`src/hw/rtl/vnr_pkg.sv`:
```
// shared types and constants for the vector normalize and rotate block
`default_nettype none

package vnr_pkg;

    // component format, signed Q1.F with F = COMP_WIDTH - 2
    localparam int COMP_WIDTH = 16;
    localparam int FRAC_BITS  = COMP_WIDTH - 2;
    localparam int UNIT_VAL   = 1 << FRAC_BITS;
    localparam int UNIT_W     = FRAC_BITS + 1;
    localparam int SQ_W       = 2 * COMP_WIDTH - 1;
    localparam int SUM_W      = SQ_W + 1;

    // normalizer search
    localparam int NB          = UNIT_W;
    localparam int QSQ_W       = 2 * NB;
    localparam int DSQ_W       = 2 * NB + 2;
    localparam int PROD_W      = DSQ_W + SUM_W;
    localparam int RHS_SH      = 2 * FRAC_BITS + 2;
    localparam int NORM_STAGES = 2 * NB + 1;

    // angle handling, fixed 16-bit centidegrees
    localparam int ANG_W = 16;
    localparam int RED_W = 13;
    localparam logic [ANG_W-1:0] TURN_CD   = 16'd36000;
    localparam logic [ANG_W-1:0] THREEQ_CD = 16'd27000;
    localparam logic [ANG_W-1:0] HALF_CD   = 16'd18000;
    localparam logic [ANG_W-1:0] QTR_CD    = 16'd9000;
    localparam logic [ANG_W-1:0] OCT_CD    = 16'd4500;

    localparam logic [1:0] QUAD_0 = 2'd0;
    localparam logic [1:0] QUAD_1 = 2'd1;
    localparam logic [1:0] QUAD_2 = 2'd2;
    localparam logic [1:0] QUAD_3 = 2'd3;

    // sine and cosine series in unsigned Q30
    localparam int Q30_W    = 30;
    localparam logic [Q30_W:0] Q30_ONE = 31'd1 << Q30_W;
    localparam logic [31:0] RAD_Q30 = 32'd187403;
    localparam int HORNER_N    = 5;
    localparam int TRIG_STAGES = 3 * HORNER_N + 4;
    localparam int TRIG_TAP    = NORM_STAGES - TRIG_STAGES - 1;
    localparam int OUT_SH      = Q30_W - FRAC_BITS;

    localparam logic [6:0] SIN_DIV [HORNER_N] = '{7'd110, 7'd72, 7'd42, 7'd20, 7'd6};
    localparam logic [6:0] COS_DIV [HORNER_N] = '{7'd90, 7'd56, 7'd30, 7'd12, 7'd2};
    localparam logic [30:0] SIN_RCP [HORNER_N] = '{
        31'd1249445031, 31'd1908874353, 31'd1636178017, 31'd1717986918, 31'd1431655765};
    localparam logic [30:0] COS_RCP [HORNER_N] = '{
        31'd1527099483, 31'd1227133513, 31'd1145324612, 31'd1431655765, 31'd1073741824};
    localparam int SIN_SH [HORNER_N] = '{37, 37, 36, 35, 33};
    localparam int COS_SH [HORNER_N] = '{37, 36, 35, 34, 31};

    localparam int FIFO_PTR_W = 2;
    localparam int FIFO_DEPTH = 1 << FIFO_PTR_W;

    typedef struct packed {
        logic signed [COMP_WIDTH-1:0] vec_x;
        logic signed [COMP_WIDTH-1:0] vec_y;
        logic signed [COMP_WIDTH-1:0] vec_z;
        logic signed [ANG_W-1:0]      angle_centideg;
    } vec_t;

    typedef struct packed {
        logic signed [COMP_WIDTH-1:0] rot_x;
        logic signed [COMP_WIDTH-1:0] rot_y;
        logic signed [COMP_WIDTH-1:0] rot_z;
        logic                         degenerate;
    } rot_t;

    // classified item between front and back
    typedef struct packed {
        logic [SQ_W-1:0]  sq_x;
        logic [SQ_W-1:0]  sq_y;
        logic [SQ_W-1:0]  sq_z;
        logic             neg_x;
        logic             neg_y;
        logic             neg_z;
        logic [RED_W-1:0] red;
        logic             swap;
        logic [1:0]       quad;
    } item_t;

endpackage

`default_nettype wire

```
`src/hw/rtl/vnr_fifo.sv`:
```
// short queue that decouples the front end from the back end
`default_nettype none

module vnr_fifo (
    input  wire logic            clk,
    input  wire logic            rst_n,
    input  wire logic            push_valid,
    output logic                 push_ready,
    input  wire vnr_pkg::item_t  push_item,
    output logic                 pop_valid,
    input  wire logic            pop_ready,
    output vnr_pkg::item_t       pop_item
);

    vnr_pkg::item_t                   mem_reg [vnr_pkg::FIFO_DEPTH];
    logic [vnr_pkg::FIFO_PTR_W-1:0]   wr_ptr_reg;
    logic [vnr_pkg::FIFO_PTR_W-1:0]   rd_ptr_reg;
    logic [vnr_pkg::FIFO_PTR_W:0]     count_reg;
    logic                             do_push;
    logic                             do_pop;

    assign push_ready = count_reg != (vnr_pkg::FIFO_PTR_W + 1)'(vnr_pkg::FIFO_DEPTH);
    assign pop_valid  = count_reg != '0;
    assign pop_item   = mem_reg[rd_ptr_reg];
    assign do_push    = push_valid && push_ready;
    assign do_pop     = pop_valid && pop_ready;

    always_ff @(posedge clk or negedge rst_n)
    begin
        if (!rst_n)
        begin
            wr_ptr_reg <= '0;
            rd_ptr_reg <= '0;
            count_reg  <= '0;
        end
        else
        begin
            if (do_push)
            begin
                wr_ptr_reg <= wr_ptr_reg + 1'b1;
            end
            if (do_pop)
            begin
                rd_ptr_reg <= rd_ptr_reg + 1'b1;
            end
            if (do_push && !do_pop)
            begin
                count_reg <= count_reg + 1'b1;
            end
            else if (do_pop && !do_push)
            begin
                count_reg <= count_reg - 1'b1;
            end
        end
    end

    always_ff @(posedge clk)
    begin
        if (do_push)
        begin
            mem_reg[wr_ptr_reg] <= push_item;
        end
    end

endmodule

`default_nettype wire

```
`config.mk`:
```
export PLATFORM = sky130hd
export DESIGN_NAME = vnr_fifo
export DESIGN_NICKNAME = d
export VERILOG_FILES = /design/src/hw/rtl/vnr_pkg.sv /design/src/hw/rtl/vnr_fifo.sv
export SDC_FILE = /design/constraint.sdc
export NUM_CORES = 1
export LEC_CHECK = 0
export ABC_AREA = 0
export BUFFER_PORTS_ARGS = -buffer_cell sky130_fd_sc_hd__buf_2
export CAP_MARGIN = 30
export CORE_ASPECT_RATIO = 0.7
export CORE_MARGIN = 4
export CORE_UTILIZATION = 50
export DETAILED_ROUTE_END_ITERATION = 8
export PLACE_DENSITY = 0.81
export SYNTH_ARGS = -nofsm -noshare
export SYNTH_HDL_FRONTEND = slang
export SYNTH_SLANG_ARGS = --single-unit
```
`constraint.sdc`:
```
create_clock -name clk -period 3.7 [get_ports clk]
set_clock_uncertainty 0.15 [all_clocks]
set_input_delay 1.11 -clock clk [delete_from_list [all_inputs] [get_ports clk]]
set_output_delay 1.11 -clock clk [all_outputs]
set_load 0.01 [all_outputs]
```
==> results.cfg <==
[yosys]
syn_area_um2 = 16600
synth_cell_types = 19
yosys.area.top_type = edfxtp_1
syn_avg_cell_area_um2 = 26.7
yosysWarnings = 0
synth-seq-cells = 455
yosysSeqAreaShare_pct = 82.3
syn_nets = 743
yosysTopAreaCellShare_pct = 81.2
syn_inst = 621
ys_top_cells_by_area = edfxtp_1 (81%), mux4_2 (15%), dfrtp_1 (1.1%)

[final_layout]
layout_common_cells = edfxtp_1 (448), buf_2 (229), mux4_2 (112)
area_delta_synth_final_pct = 19.5
fin_util_pct = 60.9
nNetsFinal = 1009
layout_commonest_cell = edfxtp_1
layout-drive-gt1-share_pct = 46.9
fin_cells = 1347
fillers = 2234
largest_reg_flops = 448

[cts]
clkLatencyLatePin_ns = 0.53
clkSinkCount = 455
htreeDepth = 2
cts_resized = 0
postCtsSetupBuffers = 0
ctsHoldBuffers = 0
root_buffer = clkbuf_16
cts_buffers = 42
cts.clk_slew.worst_paths_ns = 0.06
cts_tree = yes
cts_buffer_depth = 3

[sta]
rsz0062_at_grt = false
timing.final.crit_period_ns = 3.45
finalMaxSlewViolations = 0
setup_tns_ns = 0
max_slew.worst_pin.slew_ns = 0.519
period_share_pct = 93.1
setup_violations = 0
max_freq_ghz = 0.290
maxSlewHeadroom_pct = 65.4
final_hold_viol_count = 0

[detailed_routing]
viasPerCell = 5.44
postRouteAntennaNets = 0
wl_mm = 30.4
num_vias = 7328
drc_errors = 0
drtIter0Drc = 570
dr.pass1.iters = 4
wire_per_inst_um = 22.5

[placed_design]
place_congestion = 0.738
place_inst = 1270
dp_hpwl_mm = 18.8
port_buffers = 229

[global_routing]
antenna_found_initial = 4
grt_pass1_wl_mm = 47.7
grt_use_total_pct = 17.3
overflow = 0
grt_max_degree = 81
grt_pass1_vias = 7984

[die]
die_h_um = 160
start_util_pct = 51.0
die_area_um2 = 36100
fp.dieW_um = 226
core_area_um2 = 32500
num_rows = 55
io_pins = 230

[critical_path]
cp-end-kind = primary output
crit_type = reg -> out
rrSetupSlack_ns = 1.43
cp_data_required_time_ns = 2.44
rr_startpoint = count_reg[0]
worstSetupStartpointType = flop
r2r-end = count_reg[2]
crit_arrival_ns = 2.19
reg2reg_depth = 8
crit_path_max_fanout = 25

[power_and_ir_drop]
p_sw_share_pct = 28.2
p_leak_nw = 6.74
total_power_mw = 16.0
pwr-share-clk_pct = 26.6
internal_power_mw = 11.5
power_density_nw_per_um2 = 807
power_frac_comb_pct = 29.4
seqPwrFrac_pct = 44.1
peakVddDrop_mv = 0.551
p_switching_mw = 4.50

[flow_run]
max_cap_violations = 0

[worst_hold_path]
holdCritPathClass = in -> async

[status]
status = finished clean
[area by class of cell]
class / count / area [um2] / area share, %
Sequential cell: 455 / 13600 / 68.9
Multi-Input combinational cell: 137 / 2750 / 13.9
Timing Repair Buffer: 248 / 1480 / 7.46
Clock buffer: 52 / 1150 / 5.82
Tap cell: 427 / 534 / 2.70
Clock inverter: 24 / 219 / 1.11
Inverter: 3 / 11.3 / 0.0569
Antenna cell: 1 / 2.50 / 0.0126
[critical path, cell delays in order (launching register included)]
cell     delay [ns]
dfrtp_4        0.45
buf_4          0.44
mux4_2         0.60
buf_2          0.16
[layer usage]
metal | track usage (%) | up-vias | wire length, um
li1 | - | 3223 | -
met1 | 24.4 | 3834 | 12800
met5 | 0 | - | 55
met4 | 3.70 | 8 | 421
met2 | 27.8 | 219 | 15100
met3 | 4.52 | 44 | 2000
[power by group through the flow]
stage	sequential, mW	combinational, mW	clock, mW
2_1_floorplan	7.10	3.05	0
3_3_place_gp	7.09	4.77	0
3_5_place_dp	7.15	4.82	0
4_1_cts	7.05	4.84	4.35
5_1_grt	7.12	5.08	4.62
6_report	7.04	4.69	4.24
[logic make-up (layout without fill, tap and decap cells)]
kind of cell	after synthesis	count (layout)	synth area share (%)
multiplexers	114	114	15.4
flip-flops	455	455	82.3
buffers and inverters	29	327	1.14
AO/OA/AOI/OAI	1	1	0.0680
XOR/XNOR	6	6	0.317
AND/OR/NAND/NOR	10	10	0.310
other	0	1	0
adder cells (fa/ha/maj)	6	6	0.499
[metrics by stage]
stage,setup slack (ns),instance area [um2],hold slack [ns]
2_1_floorplan,0.305,16600,0.343
3_3_place_gp,0.773,18400,0.360
3_5_place_dp,0.752,18400,0.368
4_1_cts,0.176,19800,0.229
5_1_grt,0.112,19800,0.234
6_report,0.254,19800,0.255
[Yosys cell counts, drive strengths merged]
cell type	count
xnor2	4
mux4	112
inv	3
nor2	2
nand3	1
ha	5
a21boi	1
or3	1
dfrtp	7
mux2	2
edfxtp	448
fa	1
xor2	2
and2	4
buf	22
clkbuf	4
nand2	2
[worst max path at each step]
stage,to,slack [ns],from,depth (start not counted)
after floorplan,mem_reg[0][0],0.31,push_valid,2
final,pop_item[95],0.25,rd_ptr_reg[0],3
after global placement,pop_item[40],0.77,rd_ptr_reg[0],3
after CTS,pop_item[40],0.18,rd_ptr_reg[0],3
after global routing,pop_item[95],0.11,rd_ptr_reg[0],3
after detailed placement,pop_item[40],0.75,rd_ptr_reg[0],3
No activity file was read; power rests on OpenSTA's default activity.
