<file path="src/hw/rtl/vnr_pkg.sv">
// shared types and constants for the vector normalize and rotate block
`default_nettype none

package vnr_pkg;

    // component format, signed Q1.F with F = COMP_WIDTH - 2
    localparam int COMP_WIDTH = 16;
    localparam int FRAC_BITS  = COMP_WIDTH - 2;
    localparam int UNIT_VAL   = 1 << FRAC_BITS;
    localparam int UNIT_W     = FRAC_BITS + 1;
    localparam int SQ_W       = 2 * COMP_WIDTH - 1;
    localparam int SUM_W      = SQ_W + 1;

    // normalizer search
    localparam int NB          = UNIT_W;
    localparam int QSQ_W       = 2 * NB;
    localparam int DSQ_W       = 2 * NB + 2;
    localparam int PROD_W      = DSQ_W + SUM_W;
    localparam int RHS_SH      = 2 * FRAC_BITS + 2;
    localparam int NORM_STAGES = 2 * NB + 1;

    // angle handling, fixed 16-bit centidegrees
    localparam int ANG_W = 16;
    localparam int RED_W = 13;
    localparam logic [ANG_W-1:0] TURN_CD   = 16'd36000;
    localparam logic [ANG_W-1:0] THREEQ_CD = 16'd27000;
    localparam logic [ANG_W-1:0] HALF_CD   = 16'd18000;
    localparam logic [ANG_W-1:0] QTR_CD    = 16'd9000;
    localparam logic [ANG_W-1:0] OCT_CD    = 16'd4500;

    localparam logic [1:0] QUAD_0 = 2'd0;
    localparam logic [1:0] QUAD_1 = 2'd1;
    localparam logic [1:0] QUAD_2 = 2'd2;
    localparam logic [1:0] QUAD_3 = 2'd3;

    // sine and cosine series in unsigned Q30
    localparam int Q30_W    = 30;
    localparam logic [Q30_W:0] Q30_ONE = 31'd1 << Q30_W;
    localparam logic [31:0] RAD_Q30 = 32'd187403;
    localparam int HORNER_N    = 5;
    localparam int TRIG_STAGES = 3 * HORNER_N + 4;
    localparam int TRIG_TAP    = NORM_STAGES - TRIG_STAGES - 1;
    localparam int OUT_SH      = Q30_W - FRAC_BITS;

    localparam logic [6:0] SIN_DIV [HORNER_N] = '{7'd110, 7'd72, 7'd42, 7'd20, 7'd6};
    localparam logic [6:0] COS_DIV [HORNER_N] = '{7'd90, 7'd56, 7'd30, 7'd12, 7'd2};
    localparam logic [30:0] SIN_RCP [HORNER_N] = '{
        31'd1249445031, 31'd1908874353, 31'd1636178017, 31'd1717986918, 31'd1431655765};
    localparam logic [30:0] COS_RCP [HORNER_N] = '{
        31'd1527099483, 31'd1227133513, 31'd1145324612, 31'd1431655765, 31'd1073741824};
    localparam int SIN_SH [HORNER_N] = '{37, 37, 36, 35, 33};
    localparam int COS_SH [HORNER_N] = '{37, 36, 35, 34, 31};

    localparam int FIFO_PTR_W = 2;
    localparam int FIFO_DEPTH = 1 << FIFO_PTR_W;

    typedef struct packed {
        logic signed [COMP_WIDTH-1:0] vec_x;
        logic signed [COMP_WIDTH-1:0] vec_y;
        logic signed [COMP_WIDTH-1:0] vec_z;
        logic signed [ANG_W-1:0]      angle_centideg;
    } vec_t;

    typedef struct packed {
        logic signed [COMP_WIDTH-1:0] rot_x;
        logic signed [COMP_WIDTH-1:0] rot_y;
        logic signed [COMP_WIDTH-1:0] rot_z;
        logic                         degenerate;
    } rot_t;

    // classified item between front and back
    typedef struct packed {
        logic [SQ_W-1:0]  sq_x;
        logic [SQ_W-1:0]  sq_y;
        logic [SQ_W-1:0]  sq_z;
        logic             neg_x;
        logic             neg_y;
        logic             neg_z;
        logic [RED_W-1:0] red;
        logic             swap;
        logic [1:0]       quad;
    } item_t;

endpackage

`default_nettype wire

</file>
<file path="src/hw/rtl/vnr_front.sv">
// front end: squares the components and folds the angle to an octant
`default_nettype none

module vnr_front (
    input  wire logic           clk,
    input  wire logic           rst_n,
    input  wire logic           vec_valid,
    output logic                vec_ready,
    input  wire vnr_pkg::vec_t  vec,
    output logic                push_valid,
    input  wire logic           push_ready,
    output vnr_pkg::item_t      push_item
);

    logic signed [2*vnr_pkg::COMP_WIDTH-1:0] px;
    logic signed [2*vnr_pkg::COMP_WIDTH-1:0] py;
    logic signed [2*vnr_pkg::COMP_WIDTH-1:0] pz;
    logic [vnr_pkg::ANG_W-1:0] ang_pos;
    logic [vnr_pkg::ANG_W-1:0] ang_base;
    logic [vnr_pkg::ANG_W-1:0] ang_rem;
    vnr_pkg::item_t            item;
    vnr_pkg::item_t            item_reg;
    logic                      vld_reg;

    assign px = vec.vec_x * vec.vec_x;
    assign py = vec.vec_y * vec.vec_y;
    assign pz = vec.vec_z * vec.vec_z;

    always_comb
    begin
        // negative angles wrap once into 0..35999
        ang_pos = vec.angle_centideg[vnr_pkg::ANG_W-1]
                ? vnr_pkg::ANG_W'(vec.angle_centideg) + vnr_pkg::TURN_CD
                : vnr_pkg::ANG_W'(vec.angle_centideg);
        item = '0;
        if (ang_pos >= vnr_pkg::THREEQ_CD)
        begin
            item.quad = vnr_pkg::QUAD_3;
            ang_base  = vnr_pkg::THREEQ_CD;
        end
        else if (ang_pos >= vnr_pkg::HALF_CD)
        begin
            item.quad = vnr_pkg::QUAD_2;
            ang_base  = vnr_pkg::HALF_CD;
        end
        else if (ang_pos >= vnr_pkg::QTR_CD)
        begin
            item.quad = vnr_pkg::QUAD_1;
            ang_base  = vnr_pkg::QTR_CD;
        end
        else
        begin
            item.quad = vnr_pkg::QUAD_0;
            ang_base  = '0;
        end
        ang_rem = ang_pos - ang_base;
        if (ang_rem > vnr_pkg::OCT_CD)
        begin
            item.red  = vnr_pkg::RED_W'(vnr_pkg::QTR_CD - ang_rem);
            item.swap = 1'b1;
        end
        else
        begin
            item.red  = vnr_pkg::RED_W'(ang_rem);
            item.swap = 1'b0;
        end
        item.sq_x  = px[vnr_pkg::SQ_W-1:0];
        item.sq_y  = py[vnr_pkg::SQ_W-1:0];
        item.sq_z  = pz[vnr_pkg::SQ_W-1:0];
        item.neg_x = vec.vec_x[vnr_pkg::COMP_WIDTH-1];
        item.neg_y = vec.vec_y[vnr_pkg::COMP_WIDTH-1];
        item.neg_z = vec.vec_z[vnr_pkg::COMP_WIDTH-1];
    end

    assign vec_ready  = !vld_reg || push_ready;
    assign push_valid = vld_reg;
    assign push_item  = item_reg;

    always_ff @(posedge clk or negedge rst_n)
    begin
        if (!rst_n)
        begin
            vld_reg <= 1'b0;
        end
        else if (vec_ready)
        begin
            vld_reg <= vec_valid;
        end
    end

    always_ff @(posedge clk)
    begin
        if (vec_ready && vec_valid)
        begin
            item_reg <= item;
        end
    end

endmodule

`default_nettype wire

</file>
<file path="config.mk">
export PLATFORM = sky130hd
export DESIGN_NAME = vnr_front
export DESIGN_NICKNAME = d
export VERILOG_FILES = /design/src/hw/rtl/vnr_pkg.sv /design/src/hw/rtl/vnr_front.sv
export SDC_FILE = /design/constraint.sdc
export NUM_CORES = 2
export LEC_CHECK = 0
export BUFFER_PORTS_ARGS = -buffer_cell sky130_fd_sc_hd__buf_2
export CAP_MARGIN = 0
export CORE_ASPECT_RATIO = 0.8
export CORE_MARGIN = 2
export CORE_UTILIZATION = 65
export CTS_BUF_LIST = sky130_fd_sc_hd__clkbuf_16
export DETAILED_ROUTE_END_ITERATION = 10
export PLACE_DENSITY_LB_ADDON = 0.2
export SYNTH_ARGS = -nofsm -noshare
export SYNTH_HDL_FRONTEND = slang
export SYNTH_SLANG_ARGS = --single-unit
</file>
<file path="constraint.sdc">
create_clock -name clk -period 4.5 [get_ports clk]
set_clock_uncertainty 0.15 [all_clocks]
set_input_delay 0.225 -clock clk [delete_from_list [all_inputs] [get_ports clk]]
set_output_delay 0.225 -clock clk [all_outputs]
set_load 0.05 [all_outputs]
</file>
==> impl_results.md <==
* Status: finished with violations
* Failing checks: setup timing
* CTS Buf Count at 9
* CTS Buffer Depth at 2
* Prevailing post-synth register cell: edfxtp_1
* Worst-path clk slew at between 100 and 150 ps
* DP Wirelength at a little under 70 mm
* Gpl congestion at roughly 0.94
* Final Net Count at 5115
* EDFF count, synth at 109
* Num ports at 182
* Mapped Cells at 3182
* CORE AREA at 46900 um^2
* Req. time, crit path at between 4000 and 5000 ps
* Synth cell types at 77
* Met3 routed WL at between 9 and 10 mm
* Worst Path Max Fanout at 8
* Via density per instance at around 5.8
* Max incr delay on CP at 560 ps
* Setup ws final at -1570 ps
* Largest net degree at the start of global routing at 44
* First-pass GRT wire length at ~150 mm
* Syn. warnings at 0
* Synth-to-layout area growth at 36.9%
* HP Class: primary input to flip-flop
* Leading cell type in the layout, fill and taps excluded: inv_1
* Hold Fails Final Rpt at 0
* Top sig layer: met4
* WP data arrival at just over 6000 ps
* Tmin final at about 6100 ps
* Fin. max-slew vios at 0
* Tightest Pin Transition at 723 ps
* Pre-antenna DRT Iters at 7
* # DRC at 0
* Most frequent cells in the layout: inv_1, fa_1, buf_4
* Final ANT Viol Nets at 0
* Die height at slightly below 200 um
* Setup CP Type: primary input to flip-flop
* Worst path cell trace: buf_6 -> clkinvlp_4 -> buf_12 -> fa_1 -> inv_1 -> fa_1 -> inv_1 -> fa_1 -> fa_1 -> fa_1 -> inv_1 -> fa_1 -> ha_1 -> a21oi_1 -> o21ai_1 -> a21oi_2 -> o31ai_4 -> or4_4 -> a311o_1 -> a21oi_2 -> xnor2_1
* GRT Util Overall at between 30% and 40%
* Critical-path cell with the highest stage delay: fa_1
* Met1 Wirelength at 36.3 mm
* Clk sinks at 110
* Final period utilization at 135%
* Remaining global-route overflow at 0
* Vias in the first global route at about 30000
* Sequential share of the synthesized area at between 10% and 20%
* Routed via count at ~28000
* Initial DRC count at about 2300
* Ratio of cells with drive above 1 in the final layout at between 30% and 40%
* Cell Area, Synth at roughly 31000 um^2
* WHS at between 15 and 20 ps
* I/O Buffers at 178
* Met2 WL at 52.7 mm
* DIE WIDTH at about 250 um
* Initial core utilization at 65.7%
* Clk_lat worst skew at approximately 400 ps
* Critical Path Most Common Cell: fa_1
* Num rows at between 70 and 80
* CP Capture Type: flip-flop
* Root Driver: clkbuf_16
* TritonCTS clock tree: yes
* Register-to-Register Setup Slack at roughly 2300 ps
* Wire length per cell at 22.6 um
* H-tree Lvls at 3
* Setup violators final at 66
* Max Cap Viol at 0
* Antenna violations before repair at 1
* F_max at between 0.15 and 0.2 GHz
* Unrepaired setup endpoints after global routing: true
* Yosys reg bits at 110
* Total Wirelength at roughly 110 mm
* CP Launch Type: primary input
* Async SR Flop Fraction at 0.909%
* Max_slew headroom at approximately half
* Die ar. at approximately 49000 um^2
* Syn avg cell area at slightly below 10 um^2
[layout make-up]
| class | count | area (um^2) |
|---|---|---|
| Tap cell | 620 | 776 |
| Antenna cell | 1 | 2.50 |
| Sequential cell | 110 | 3300 |
| Inverter | 927 | 3520 |
| Clock inverter | 7 | 71.3 |
| Fill cell | 1900 | 4690 |
| Clock buffer | 9 | 225 |
| Timing Repair Buffer | 965 | 7860 |
| Multi-Input combinational cell | 2072 | 26500 |
[final timing paths]
kind | cells after the start | start | to
min in group asynchronous | 3 | rst_n | push_valid
hold reg to reg | 2 | push_valid | push_item[90]
max in group asynchronous | 3 | rst_n | push_valid
hold / removal | 2 | vec[1] | push_item[4]
setup / recovery | 21 | vec[23] | push_item[48]
setup reg to reg | 3 | push_valid | push_item[73]
[per-stage QoR]
stage | TNS (ps) | area [um^2] | util [%] | setup slack (ps) | std cells
6_report | -59410 | 42200 | 90.0 | -1570 | 4711
5_1_grt | -65000 | 42200 | 90.0 | -1590 | 4710
4_1_cts | -42300 | 40900 | 87.3 | -1250 | 4674
3_5_place_dp | -83970 | 38200 | 81.4 | -1950 | 4567
3_3_place_gp | -78430 | 38200 | 81.4 | -1890 | 4567
2_1_floorplan | -46160 | 32100 | - | -1610 | 3184
[worst max-delay path, delay by kind of cell]
kind | cells | cell delay, ps
simple gates | 1 | 560
compound gates | 6 | 1210
fa+ha+maj | 7 | 3400
xor+xnor | 1 | 90
buf+inv | 6 | 630
[cell families (layout without fill, tap and decap cells)]
kind of cell             after synthesis  count (layout)  synth area share (%)
multiplexers                           5               5                 0.187
AND/OR/NAND/NOR                      691             691                  10.8
buffers and inverters               1002            1908                  12.3
other                                  1               4                0.0122
adder cells (fa/ha/maj)              962             962                  56.1
XOR/XNOR                             138             138                  3.94
flip-flops                           110             110                  10.7
AO/OA/AOI/OAI                        273             273                  5.97
[timing repair]
action / 4_1_cts / 5_1_grt
pin swaps: 263 / 202
endpoints found under the setup margin: 65 / 79
buffers inserted: 86 / 50
gates cloned: 2 / 0
endpoints found under the hold margin: 5 / 0
hold buffers: 7 / 0
resized for setup: 438 / 291
[synth_stat cells (all sizes together), types with 20 or more instances]
master    n  share of area (%)
xnor2   107                3.1
xor2     31               0.88
ha      260                 11
inv     927                 11
nor2b    20               0.41
a21oi    76                1.2
nand3    36               0.58
fa      702                 46
nand2b   28               0.57
nand2   241                2.9
clkbuf   66               0.80
o21ai    49               0.80
a21o     26               0.63
nor2    144                1.8
and2    149                3.0
edfxtp  109                 11
[state kept, by name, summed over array words and instances, names as in the netlist]
signal	cells
push_item	109
push_valid	1
[layer usage]
layer	global-route usage, %	vias up
li1	-	11300
met1	48.4	13700
met2	68.4	1816
met3	6.84	720
met4	18.0	0
met5	0	-
Power is not shown: default switching activity piles up to over one toggle a cycle in this logic, so the estimate is an artifact.
